## config.mk

```make
export PLATFORM = sky130hd
export DESIGN_NAME = gass_ram
export DESIGN_NICKNAME = d
export VERILOG_FILES = /design/src/sv/gass_ram.sv
export SDC_FILE = /design/constraint.sdc
export NUM_CORES = 2
export LEC_CHECK = 0
export ABC_AREA = 1
export BUFFER_PORTS_ARGS = -buffer_cell sky130_fd_sc_hd__buf_2
export CAP_MARGIN = 20
export CORE_MARGIN = 3
export CORE_UTILIZATION = 35
export CTS_CLUSTER_DIAMETER = 80
export CTS_CLUSTER_SIZE = 25
export DETAILED_ROUTE_END_ITERATION = 8
export HOLD_SLACK_MARGIN = 0.05
export PLACE_DENSITY = 0.58
export SYNTH_ARGS = -nofsm -noshare
export SYNTH_HDL_FRONTEND = slang
export SYNTH_SLANG_ARGS = --single-unit
```

## constraint.sdc

```tcl
create_clock -name clk -period 2.55 [get_ports clk]
set_input_delay 0.51 -clock clk [delete_from_list [all_inputs] [get_ports clk]]
set_output_delay 0.51 -clock clk [all_outputs]
set_load 0.01 [all_outputs]
```

## src/sv/gass_ram.sv

```systemverilog
// ----------------------------------------------------------------------------
// gass_ram
// Generic simple dual-port RAM: one write port, one registered read port.
// ----------------------------------------------------------------------------
module gass_ram #(
    parameter int WIDTH = 8,
    parameter int DEPTH = 256
) (
    input  logic                     clk,
    input  logic                     we,
    input  logic [$clog2(DEPTH)-1:0] waddr,
    input  logic [WIDTH-1:0]         wdata,
    input  logic [$clog2(DEPTH)-1:0] raddr,
    output logic [WIDTH-1:0]         rdata
);

    logic [WIDTH-1:0] mem [DEPTH];

    // Write port and registered read port.
    always_ff @(posedge clk)
    begin
        if (we)
        begin
            mem[waddr] <= wdata;
        end
        rdata <= mem[raddr];
    end

endmodule

```

* Word level (Yosys, flattened, before mapping)
Memory sizes are Yosys's and may differ from the RTL's. A register that Yosys moved wholly into a read port is not among the register bits. Index checks and enable logic that the tools add are counted.
Word-level totals: memories kept 1, logic and storage cells 3, flip-flop bits (word level) 0, output and inout port bits 8, memory bits (writable) 2048, bits of input ports 26
Operators by class: mux-type cells 2
Memory list:
- mem | words 256, width 8, rd ports 1, clocked after Yosys merged registers in 1, wr ports 1, RTL line 17 | logic [WIDTH-1:0] mem [DEPTH];
Operators by type and width (count):
- 1-bit 2-to-1 mux | 2

* Logic depth before layout (Yosys ltp)
depth in word-level cells 2, depth in mapped cells 15, mapped depth without buffers 11

* Least setup slack after synthesis
No wires, ideal clock.
path type input port to flip-flop, start point in we, end point mem mem[162][0], enable pin, stages 4, arrival 1.631 ns, data required time 2.180 ns, path slack 0.549 ns, setup time 0.370 ns, path buffers 2, cells stage by stage clkbuf_1 -> nand3_1 -> clkbuf_1 -> nor2_1
On the way: longest elaborated chain between the ends 2
Ends and longest elaborated chain:
- from (decl) | RTL line 10 | input logic we,
- 1-bit 2-to-1 mux | RTL line 22 | if (we)
- 1-bit 2-to-1 mux (not written as such) | RTL line 24 | mem[waddr] <= wdata;
- to (decl) | RTL line 17
No other way between the ends.

==> summary.md <==
| Metric | Value |
|---|---|
| Status | complete, no violations |
| Clock Tree Buf Depth | 3 |
| Post-CTS Resized | 0 |
| Crit. End Element | register |
| EDFF count, synth | 2048 |
| Cell variety after synth | 14 |
| H-tree lvl count | 3 |
| Placer's final routability congestion estimate | 0.893 |
| First-pass GRT wire length | 353 mm |
| Maximum vdd drop | 0.515 mV |
| Max_cap viols | 0 |
| Reg power frac | 0.601 |
| Max Slew Vio Count | 0 |
| Post-synthesis instance total | 7003 |
| Fin cells | 10.5k |
| Mapped Nets | 7029 |
| Rel. slew slack | 0.516 |
| Core box area | 236000 um2 |
| WHS | 0.148 ns |
| I/O Buffers | 33 |
| DP Cell Count | 10.3k |
| Clk sinks | 2056 |
| Yosys warns | 0 |
| Die H | 494 um |
| Dpl hpwl | 147 mm |
| Fmax | 468 MHz |
| Routed Antenna Nets | 0 |
| Switching power | 14.5 mW |
| Clk_lat worst skew | 0.77 ns |
| Final setup violation count | 0 |
| # hold bufs at CTS | 0 |
| DIE AREA | 244000 um2 |
| P per Cell Area | 653 nW/um2 |
| Post-CTS Setup Bufs | 0 |
| Post-synth top cells | nand2_1, edfxtp_1, nand3_1 |
| Area grow syn2layout | 13.7% |
| DRT Wirelength | 239 mm |
| Sequential share of the synthesized area | 0.739 |
| Clock power share | 0.322 |
| Initial Util | 0.353 |
| CP Launch Type | input pin |
| HP Class | in -> reg |
| Post-synth top area share | 0.737 |
| CTS tree | yes |
| Final Hold Vio Count | 0 |
| Clock root cell | clkbuf_16 |
| Worst setup path category | in -> reg |
| Post-Syn Area per Cell | 11.9 um2 |
| Top area cells in the synthesized netlist | edfxtp_1, nand3_1, nand2_1 |
| Leak | 33.1 nW |
| Via Count | 55.1k |
| Total CTS buffers | 104 |
| Slew @ Worst Pin | 0.726 ns |
| Clock Pin Slew Worst Setup and Hold Paths | 0.10 ns |
| Combinational Power Share | 0.077 |
| Number of global-route vias before repair | 52.6k |
| Wire per inst | 22.8 um |
| DRC | 0 |
| Synth area leader | edfxtp_1 |
| Final #Nets | 7286 |
| Initial DRC count | 7088 |
| Initial antenna violation count | 12 |
| First-pass iteration count of the detailed router | 6 |
| Final worst-path cycle share | 0.837 |
| Fin Clk Skew | 0.0470 ns |
| Most common cell in the netlist | nand2_1 |
| Gr usage total | 0.192 |
| Row cnt | 178 |
| FFs w/ async S/R, synth | 0 |
| Crit path DAT | 2.84 ns |
| Mapped Area | 83400 um2 |
| Crit Path Max Fanout | 50 |
| Layout cells sized above 1 | 0.109 |
| Final Core Density | 0.402 |
| Vias/cell | 5.26 |
| RSZ-0062 raised after global routing | false |
| Critical path required time | 3.25 ns |
| Fill cells | 22.2k |
| Int Pwr | 47.4 mW |
| Num ports | 34 |
| Sw Share | 0.234 |
| Min Tclk post-route | 2.14 ns |
| Total grt overflow | 0 |
| Main flop type after synthesis | edfxtp_1 |
| Die W | 494 um |
| #FFs+latches synth | 2056 |
| Largest net degree at the start of global routing | 80 |
[power groups by stage]
stage          Sequential (mW)  Clock (mW)  Combinational, mW
2_1_floorplan             38.0           0               2.30
3_3_place_gp              38.0           0               4.74
3_5_place_dp              38.0           0               4.77
4_1_cts                   37.2        20.3               4.78
5_1_grt                   37.2        21.5               5.16
6_report                  37.2        19.9               4.78
[worst max-delay path, cell delays in order]
cell and delay (ns):
buf_8 0.15, inv_16 0.18, buf_12 0.24, buf_4 0.27, nand2_1 0.07, nand3_1 0.06
nand3_1 0.12, nand3_1 0.19, nand3_1 0.10, nand3_1 0.17, nand3_1 0.38, nand2_1 0.16
nand2_1 0.06, nand2_1 0.07
[registers in the layout, indices dropped and copies added, names as in the netlist]
signal  flops
rdata       8
mem      2048
[placed cells by master (no fill, tap or decap), drive strengths merged]
cell,netlist,final
buf,371,634
bufinv,0,7
clkbuf,112,135
clkinv,0,13
clkinvlp,0,6
dfxtp,8,8
diode,0,3
edfxtp,2048,2048
inv,39,61
nand2,2123,2123
nand3,2019,2019
nor2,283,283
[cell families after synthesis]
kind of cell,after synthesis,synth area share
buf+inv,522,0.0312
flops,2056,0.739
simple gates,4425,0.229
[per-layer routing]
metal	up-vias	global-route usage	wire length, um
met1	27300	0.268	100000
met2	2256	0.310	112000
met4	0	0.0676	8590
li1	25300	-	-
met3	333	0.0218	17300
met5	-	0	0
[stage by stage]
stage	cell area (um2)	power, mW	TNS [ns]	setup slack [ns]
5_1_grt	94800	63.9	0	0.369
4_1_cts	94800	62.3	0	0.398
3_5_place_dp	91300	42.8	-1.53	-0.322
3_3_place_gp	91300	42.8	-1.52	-0.331
2_1_floorplan	83400	40.3	0	0.549
6_report	94800	61.9	0	0.415
[path summary, 6_finish.rpt]
path	from	endpoint	slack, ns	depth (start not counted)
worst max-delay path	raddr[0]	rdata[2]	0.41	14
worst min-delay path	wdata[6]	mem[107][6]	0.15	1
worst max register to register	mem[101][3]	rdata[3]	0.57	10
worst min register to register	mem[216][1]	rdata[1]	0.99	10
[layout make-up]
cell class	instances	area (um2)	share of cell area
Clock inverter	48	639	0.00674
Clock buffer	135	2820	0.0298
Timing Repair Buffer	634	6420	0.0677
Multi-Input combinational cell	4425	19100	0.202
Antenna cell	3	7.51	0.0000792
Tap cell	3150	3940	0.0416
Inverter	39	180	0.00190
Sequential cell	2056	61700	0.650
No activity file was read; power rests on OpenSTA's default activity.
