==> src/sv/gass_pkg.sv <==
// ----------------------------------------------------------------------------
// gass_pkg
// Shared types, codes and default sizes of the grid A* search core.
// ----------------------------------------------------------------------------
package gass_pkg;

    // Default sizes of the cell store
    localparam int DEF_MAX_COLS  = 64;
    localparam int DEF_MAX_ROWS  = 64;
    localparam int DEF_COST_BITS = 20;

    // Fixed widths of the stream words and the register port
    localparam int IN_DATA_W  = 16;
    localparam int OUT_DATA_W = 64;
    localparam int OUT_COST_W = 20;
    localparam int APB_ADDR_W = 5;
    localparam int APB_DATA_W = 32;
    localparam int DIM_W      = 9;

    // Operation codes
    localparam logic [1:0] OP_WRITE  = 2'd0;
    localparam logic [1:0] OP_CLEAR  = 2'd1;
    localparam logic [1:0] OP_EXPAND = 2'd2;
    localparam logic [1:0] OP_READ   = 2'd3;

    // Search status codes
    localparam logic [1:0] PH_IDLE   = 2'd0;
    localparam logic [1:0] PH_SEARCH = 2'd1;
    localparam logic [1:0] PH_FOUND  = 2'd2;
    localparam logic [1:0] PH_NOPATH = 2'd3;

    // Cell marks
    localparam logic [1:0] MK_NONE   = 2'd0;
    localparam logic [1:0] MK_OPEN   = 2'd1;
    localparam logic [1:0] MK_CLOSED = 2'd2;

    // Parent directions
    localparam logic [2:0] DIR_NONE  = 3'd0;
    localparam logic [2:0] DIR_LEFT  = 3'd1;
    localparam logic [2:0] DIR_RIGHT = 3'd2;
    localparam logic [2:0] DIR_UP    = 3'd3;
    localparam logic [2:0] DIR_DOWN  = 3'd4;

    // Neighbor visit order
    localparam logic [2:0] NB_LEFT  = 3'd0;
    localparam logic [2:0] NB_RIGHT = 3'd1;
    localparam logic [2:0] NB_UP    = 3'd2;
    localparam logic [2:0] NB_DOWN  = 3'd3;
    localparam logic [2:0] NB_END   = 3'd4;

    // Register indexes
    localparam logic [2:0] REG_GRID_W   = 3'd0;
    localparam logic [2:0] REG_GRID_H   = 3'd1;
    localparam logic [2:0] REG_START_X  = 3'd2;
    localparam logic [2:0] REG_START_Y  = 3'd3;
    localparam logic [2:0] REG_GOAL_X   = 3'd4;
    localparam logic [2:0] REG_GOAL_Y   = 3'd5;
    localparam logic [2:0] REG_STRAIGHT = 3'd6;
    localparam logic [2:0] REG_DIAG     = 3'd7;

    // Sequencer states
    typedef enum logic [3:0] {
        ST_INIT,
        ST_IDLE,
        ST_CLEAR,
        ST_READ_WAIT,
        ST_START_WR,
        ST_SCAN,
        ST_SCAN_LAST,
        ST_SCAN_END,
        ST_NB_SEL,
        ST_NB_UPD,
        ST_DONE
    } state_t;

endpackage

==> src/sv/gass_heur.sv <==
// ----------------------------------------------------------------------------
// gass_heur
// Registered octile distance from a cell to the goal, saturated to the
// cost width.
// ----------------------------------------------------------------------------
module gass_heur
    import gass_pkg::*;
#(
    parameter int XW        = 7,
    parameter int COST_BITS = DEF_COST_BITS
) (
    input  logic                 clk,
    input  logic [XW-1:0]        x,
    input  logic [XW-1:0]        y,
    input  logic [5:0]           goal_x,
    input  logic [5:0]           goal_y,
    input  logic [7:0]           straight_cost,
    input  logic [7:0]           diag_cost,
    output logic [COST_BITS-1:0] h
);

    localparam int PW = XW + 9;
    localparam logic [63:0] CMAX = (64'd1 << COST_BITS) - 64'd1;

    logic [XW-1:0]        gx, gy, dx, dy, lo, dd;
    logic [PW-1:0]        full;
    logic [63:0]          full64;
    logic [COST_BITS-1:0] h_next;

    // Distances along each axis, the diagonal part and the straight rest.
    always_comb
    begin
        gx     = XW'(goal_x);
        gy     = XW'(goal_y);
        dx     = (x > gx) ? (x - gx) : (gx - x);
        dy     = (y > gy) ? (y - gy) : (gy - y);
        lo     = (dx < dy) ? dx : dy;
        dd     = (dx > dy) ? (dx - dy) : (dy - dx);
        full   = PW'(lo) * PW'(diag_cost) + PW'(dd) * PW'(straight_cost);
        full64 = 64'(full);
        h_next = (full64 > CMAX) ? '1 : full64[COST_BITS-1:0];
    end

    always_ff @(posedge clk)
    begin
        h <= h_next;
    end

endmodule

==> config.mk <==
export PLATFORM = sky130hd
export DESIGN_NAME = gass_heur
export DESIGN_NICKNAME = d
export VERILOG_FILES = /design/src/sv/gass_pkg.sv /design/src/sv/gass_heur.sv
export SDC_FILE = /design/constraint.sdc
export NUM_CORES = 1
export LEC_CHECK = 0
export BUFFER_PORTS_ARGS = -buffer_cell sky130_fd_sc_hd__buf_2
export CORE_UTILIZATION = 47
export DETAILED_ROUTE_END_ITERATION = 12
export PLACE_DENSITY_LB_ADDON = 0.3
export RECOVER_POWER = 50
export REMOVE_ABC_BUFFERS = 1
export SYNTH_ARGS = -nofsm -noshare
export SYNTH_HDL_FRONTEND = slang
export SYNTH_SLANG_ARGS = --single-unit
==> constraint.sdc <==
create_clock -name clk -period 9.5 [get_ports clk]
set_input_delay 1.425 -clock clk [delete_from_list [all_inputs] [get_ports clk]]
set_output_delay 1.425 -clock clk [all_outputs]
set_load 0.005 [all_outputs]
# --- Yosys cells after proc, flatten, opt, wreduce, memory -nomap -nowiden ---
# Cells that the tools add are included.
# W data, S select, Z words.
word_totals:
  out_inout_bits: 20
  ram_bits: 0
  word_cells: 18
  mem_count: 0
  in_bits: 43
  romBits: 0
  latchBits: 0
  ff_bits: 16
classes:
  shifts: 0
  n_lt_le_gt_ge: 4
  bitwise_logic: 0
  reduce_logical: 0
  n_mux: 4
  div_mod_pow: 0
  n_eq_ne: 0
  multipliers: 2
  add_sub_neg: 7
ops:
  columns: ["cell", "n"]
  rows:
  - ["$mul A7 B8 Y15", 2]
  - ["$mux W7", 4]
  - ["$add A15 B15 Y16", 1]
  - ["$gt A7 B6 Y1", 2]
  - ["$sub A6 B7 Y7", 2]
  - ["$sub A7 B6 Y7", 2]
  - ["$sub A7 B7 Y7", 2]
  - ["$gt A7 B7 Y1", 1]
  - ["$lt A7 B7 Y1", 1]

# --- Depth between registers and ports, before layout ---
# Gate-level depths: netlist of the first run.
depth:
  depth_word: 6
  ltp_mapped: 41
  mapped_depth_nobuf: 38

# --- Worst setup path after synthesis of the first run ---
# OpenSTA, ideal clock, no wires.
synth_timing:
  path_kind: "input-to-reg"
  start: "in y[3]"
  end: "reg h[15]"
  n_path_buf: 2
  stages: 37
  t_required_ns: 9.368
  t_arrival_ns: 10.070
  setup_time_ns: 0.132
  slack_ns: -0.701
  cell_sequence: "inv_1 ha_1 nand4b_1 o2bb2ai_1 o31a_1 buf_6 mux2i_1 o211ai_1 xnor2_1 inv_1 ha_1 a21o_1 a21o_1 a21o_1 a31oi_1 or2_2 clkbuf_1 mux2i_1 nand2_1 fa_1 fa_1 fa_1 inv_1 fa_1 inv_1 fa_1 fa_1 inv_1 ha_1 a21oi_1 o21bai_1 a21oi_1 inv_1 a21oi_1 o211ai_1 a2111oi_0 nor3b_1"
synth_between:
  elab_chain_len: 6
  word_cells_on_any_way: 13
  classes_between: "add/sub (5); mul (2); order compare (3); mux (3)"
synth_lines:
  columns: ["item", "line_no", "rtl"]
  rows:
  - ["start: declaration", "gass_heur.sv:14", "input logic [XW-1:0] y,"]
  - ["$sub A6 B7 Y7, or another cell as far along", "gass_heur.sv:36", "dy = (y > gy) ? (y - gy) : (gy - y);"]
  - ["$mux W7 *", "gass_heur.sv:36", null]
  - ["$sub A7 B7 Y7, or another cell as far along", "gass_heur.sv:38", "dd = (dx > dy) ? (dx - dy) : (dy - dx);"]
  - ["$mux W7 (on tied branches)", "gass_heur.sv:38, gass_heur.sv:37", null]
  - ["$mul A7 B8 Y15", "gass_heur.sv:39", "full = PW'(lo) * PW'(diag_cost) + PW'(dd) * PW'(straight_cost);"]
  - ["$add A15 B15 Y16 *", "gass_heur.sv:39", null]
  - ["named net full[15]", "gass_heur.sv:26", "logic [PW-1:0] full;"]
  - ["end signal: assignment", "gass_heur.sv:46", "h <= h_next;"]
  - ["end: declaration", "gass_heur.sv:19", "output logic [COST_BITS-1:0] h"]
# The timed path passes the listed nets; every way through them passes the cells marked *.

# --- Final worst setup path of the first run ---
layout_timing:
  start: "in goal_y[4]"
  end: "reg h[14]"
layout_between:
  elab_chain_len: 6
  word_cells_on_any_way: 13
  classes_between: "add/sub (5); mul (2); order compare (3); mux (3)"
layout_lines:
  columns: ["item", "line_no", "rtl"]
  rows:
  - ["start: declaration", "gass_heur.sv:16", "input logic [5:0] goal_y,"]
  - ["$sub A6 B7 Y7, or another cell as far along", "gass_heur.sv:36", null]
  - ["$mux W7 *", "gass_heur.sv:36", null]
  - ["$sub A7 B7 Y7, or another cell as far along", "gass_heur.sv:38", null]
  - ["$mux W7 (on tied branches)", "gass_heur.sv:38, gass_heur.sv:37", null]
  - ["$mul A7 B8 Y15", "gass_heur.sv:39", null]
  - ["$add A15 B15 Y16 *", "gass_heur.sv:39", null]
  - ["named net full[14]", "gass_heur.sv:26", null]
# Marked as above.

==> results of run 1 <==
-- worst max-delay path: cells and delay by family --
family	cells	cell delay, ns
adder cells (fa/ha/maj)	9	3.76
AO/OA/AOI/OAI	13	2.33
buffers and inverters	10	0.99
AND/OR/NAND/NOR	3	0.42
multiplexers	2	0.40
XOR/XNOR	2	0.28
-- stage by stage --
step                cells  hold WS [ns]  utilization [%]  TNS (ns)  cell area (sq um)
global placement     1208         1.799            59.32    -2.068               8588
finish               1235         1.647            64.69         0               9366
global route         1235         1.675            64.69   -0.7410               9366
floorplan             799         1.671                -    -7.762               6814
CTS                  1219         1.640            61.90         0               8962
detailed placement   1208         1.798            59.32    -3.411               8588
-- cell type report --
type | count | area share [%]
Inverter | 162 | 6.572
Tap cell | 184 | 2.458
Clock buffer | 4 | 0.9484
Multi-Input combinational cell | 621 | 67.81
Timing Repair Buffer | 248 | 18.80
Sequential cell | 16 | 3.420
-- how the worst max path moves through the flow --
stage,startpoint,end,slack (ns),depth (start not counted)
after detailed placement,y[5],h[14]$_DFF_P_,-0.70,38
after CTS,y[5],h[14]$_DFF_P_,0.0008,40
after floorplan,y[3],h[15]$_DFF_P_,-1.21,33
after global placement,x[5],h[15]$_DFF_P_,-0.54,35
after global routing,y[3],h[15]$_DFF_P_,-0.29,38
final,goal_y[4],h[14]$_DFF_P_,0.07,39
-- layer usage --
metal / vias to the layer above / GRT usage [%] / part of all wire [%]
met1: 3089 / 30.61 / 43
met5: - / 0 / 0
met2: 152 / 40.90 / 50
met4: 0 / 2.861 / 1.4
li1: 3184 / - / -
met3: 16 / 2.747 / 5.4
-- cells in the final DEF, fill, tap and decap left out, types with 14 or more instances in the layout --
| master | netlist | routed |
|---|---|---|
| mux2i_1 | 25 | 19 |
| o21ai_0 | 36 | 25 |
| nor2b_1 | 17 | 17 |
| inv_1 | 162 | 144 |
| inv_2 | 0 | 15 |
| fa_1 | 87 | 85 |
| a21oi_1 | 30 | 21 |
| dfxtp_1 | 16 | 16 |
| and2_1 | 38 | 38 |
| xnor2_1 | 20 | 19 |
| nor2_1 | 15 | 14 |
| buf_4 | 4 | 183 |
| buf_2 | 1 | 51 |
| nand2b_1 | 28 | 28 |
| nand2_1 | 53 | 50 |
| ha_1 | 101 | 85 |
-- timing repair --
item	in CTS	in global routing
hold endpoints to repair	0	0
buffers inserted	7	16
pin swaps	33	64
setup endpoints to repair	7	8
gates resized for setup	46	81
-- cells by family (layout without fill, tap and decap cells) --
family          Yosys count  after routing  share of synthesized area (%)
xor+xnor                 26             26                          3.373
flops                    16             16                          4.594
mux                      34             34                          5.688
buf+inv                 195            414                          11.16
simple gates            214            214                          16.96
compound gates          155            155                          15.07
other cells               1              4                        0.05378
fa+ha+maj               188            188                          43.10
==> impl_metrics.toml, run 1 <==
[clock_tree]
cts_root_buf = "clkbuf_16"
cts_hold_buf = 0
clk_pin_slew_ns = 0.05
cts-htree-levels = 1
clock-sinks = 16
cts_made_buffers = 3
cts_tree = "done"
ctsLongestPathBuffers = 2

[synthesis]
ys_async_sr_fraction_pct = 0
ys_ff_latch = 16
synth_top_area_share_pct = 24.98
yosysMostFrequentCell = "inv_1"
synth.cells.most_frequent = "inv_1, ha_1, fa_1"
synth-edff-count = 0
post-synth-top-area-cell = "fa_1"
synthesis.instances = 829
yosys-top-cells-area = "fa_1, ha_1, inv_1, dfxtp_1, mux2i_1"
ys_types = 67
synthFlopType = "dfxtp_1"
syn_area_per_cell_sq_um = 8.411
yosysSeqAreaShare_pct = 4.594
syn_area_sq_mm = 0.006973
ys.warnings.count = 0

[worst_setup_path]
endpoint_kind = "flip-flop"
cpMostUsedCell = "fa_1"
path_class = "input pin to flip-flop"
critPathRequiredTime_ns = 9.67
cp_slowest_cell = "fa_1"
arrival_ns = 9.61
startpoint_type = "input pin"
cp_slowest_stage_delay_ns = 0.56
critPathMaxFanout = 4

[global_route]
grt_pass1_vias = 6125
grt_overflow = 0
grt_pass1_wl_mm = 28.11
grt_max_degree = 27
grt_antenna_before_repair = 0
grt_usage_pct = 23.03

[cells_and_area]
regMostFlops = "h"
fillerInstances = 1176
multi_input_area_sq_mm = 0.006351
reg_top3 = "h: 16 flops"
nets = 1283
largest_reg_flops = 16
area_delta_synth_final_pct = 34.33
seqCellArea_sq_um = 320.3
drive_gt1_share_pct = 33.40
antenna_cells = 0

[placement]
place_ws_ns = -0.6980
hpwl_mm = 14.50
portBuffers = 58
gp_congestion = 0.9054

[floorplanning]
die-area_sq_mm = 0.01533
ioPinCount = 63
die_w_microns = 123.8
die_height_microns = 123.8
start_util_pct = 48.16
num_rows = 44
core-area_sq_mm = 0.01448

[sta]
fin_crit_ns = 9.434
tightest_slew_ns = 0.8079
hold_viol = 0
setup_violations = 0
rsz0062_at_grt = "yes"
fmax_mhz = 106.0
setup_slack_ns = 0.06558
min_period_over_period_pct = 99.31
slew_headroom_pct = 44.60
slew_violations = 0

[hold_path]
min_to = "h[0]$_DFF_P_"
hold_depth = 3
min_from = "diag_cost[0]"
hold_path.class = "input pin to flip-flop"

[run]
max_cap_viol_count = 0

[route]
wl_mm = 17.72
drt_iter0_drc = 301
drt.antenna.violating_nets = 0
dr.pass1.iters = 4
drc = 0
wire_per_inst_microns = 14.35
vias = 6441
via_per_inst = 5.215

[outcome]
outcome = "finished clean"
Power of run 1 is left out: the tool's default activity adds up to more than one toggle a clock period on the data nets, which glitch-free logic cannot reach.
==> run 2, diff against run 1 <==
Settings changed: BUFFER_PORTS_ARGS -buffer_cell sky130_fd_sc_hd__buf_2 to -buffer_cell sky130_fd_sc_hd__buf_4.
==> run 2 against run 1 <==
Effect of this change:
- clock-buffer cell count unchanged
- hold slack worse by 0.037 ns
- first-iteration DRC count is 15% higher
- global-route usage rose by 0.26 points
- sequential share of layout area down 0.078 points
- via count rose by 0.51%
- critical endpoint unchanged
- highest routed layer unchanged
==> impl_metrics.toml, run 2 (same netlist as run 1, synthesis figures left out) <==
[sta]
slew_violations = 0
min_period_over_period_pct = 98.85
hold_viol = 0
fin_crit_ns = 9.391
rsz0062_at_grt = "yes"
fmax_mhz = 106.5
setup_violations = 0
tightest_slew_ns = 0.8298
setup_slack_ns = 0.1088
slew_headroom_pct = 43.10

[route]
drt_iter0_drc = 345
wire_per_inst_microns = 14.38
vias = 6474
via_per_inst = 5.234
drc = 0
drt.antenna.violating_nets = 0
dr.pass1.iters = 5
wl_mm = 17.79

[clock_tree]
clk_pin_slew_ns = 0.05
cts_root_buf = "clkbuf_16"
cts_hold_buf = 0
cts-htree-levels = 1
clock-sinks = 16
ctsLongestPathBuffers = 2
cts_made_buffers = 3
cts_tree = "done"

[cells_and_area]
nets = 1285
reg_top3 = "h: 16 flops"
mostFrequentLayoutCells = "buf_4, inv_1, fa_1, ha_1, nand2_1"
fillerInstances = 1165
antenna_cells = 0
largest_reg_flops = 16
regMostFlops = "h"
drive_gt1_share_pct = 34.28
area_delta_synth_final_pct = 37.47
final_common_cell = "buf_4"

[placement]
hpwl_mm = 14.56
gp_congestion = 0.9136
portBuffers = 58
place_ws_ns = -0.8971

[run]
max_cap_viol_count = 0

[global_route]
grt_usage_pct = 23.28
grt_pass1_vias = 6083
grt_max_degree = 27
grt_overflow = 0
grt_antenna_before_repair = 0
grt_pass1_wl_mm = 28.24

[worst_setup_path]
arrival_ns = 9.53
path_class = "input pin to flip-flop"
critPathRequiredTime_ns = 9.64
cp_slowest_cell = "fa_1"
cp_slowest_stage_delay_ns = 0.58
cpMostUsedCell = "fa_1"
startpoint_type = "input pin"
endpoint_kind = "flip-flop"
critPathMaxFanout = 4

[hold_path]
min_to = "h[0]$_DFF_P_"
min_from = "diag_cost[0]"
hold_path.class = "input pin to flip-flop"
hold_depth = 3

[floorplanning]
die_height_microns = 123.8
start_util_pct = 48.16
die-area_sq_mm = 0.01533
core-area_sq_mm = 0.01448
num_rows = 44
ioPinCount = 63
die_w_microns = 123.8

[outcome]
outcome = "finished clean"
## run 2: what timing repair did
action,4_1_cts,5_1_grt
pin swaps,45,55
endpoints found under the hold margin,0,0
endpoints found under the setup margin,8,8
resized for setup,59,72
setup buffers,8,14
## run 2: stage by stage
| step | util, % | TNS (ns) | hold WS, ns | area [sq um] | cells |
|---|---|---|---|---|---|
| 3_5_place_dp | 60.53 | -4.408 | 1.803 | 8763 | 1212 |
| 2_1_floorplan | - | -7.762 | 1.671 | 6814 | 799 |
| 6_report | 66.20 | 0 | 1.610 | 9585 | 1237 |
| 3_3_place_gp | 60.53 | -4.029 | 1.803 | 8763 | 1212 |
| 4_1_cts | 63.68 | 0 | 1.602 | 9220 | 1224 |
| 5_1_grt | 66.20 | -0.5703 | 1.620 | 9585 | 1237 |
## run 2: worst max-delay path by stage
stage / from / end / depth (start not counted)
global placement: x[5] / h[15]$_DFF_P_ / 37
detailed placement: x[5] / h[15]$_DFF_P_ / 37
floorplan: y[3] / h[15]$_DFF_P_ / 33
CTS: y[1] / h[14]$_DFF_P_ / 38
finish: y[5] / h[14]$_DFF_P_ / 37
global route: y[5] / h[14]$_DFF_P_ / 37
## run 2: cell type report
cell class	count	area, sq um	area share [%]
Timing Repair Buffer	250	1926	20.09
Inverter	162	615.6	6.422
Sequential cell	16	320.3	3.342
Multi-Input combinational cell	621	6405	66.82
Clock buffer	4	88.84	0.9268
Tap cell	184	230.2	2.402
## run 2: routing by layer
metal  part of all wire [%]  wire length, microns  GRT usage, %  vias to the layer above
met3                    4.3                   770         2.473                       16
met4                    1.0                   184         3.087                        0
met1                     45                  8051         33.10                     3122
met2                     49                  8785         38.92                      152
li1                       -                     -             -                     3184
met5                      0                     0             0                        -
## run 2: critical path, delay by kind of cell
family                   cells  cell delay, ns
AO/OA/AOI/OAI               13            2.44
AND/OR/NAND/NOR              3            0.52
buffers and inverters        8            0.53
multiplexers                 2            0.58
XOR/XNOR                     2            0.28
adder cells (fa/ha/maj)      9            3.77
Power of run 2 is left out for the same reason.
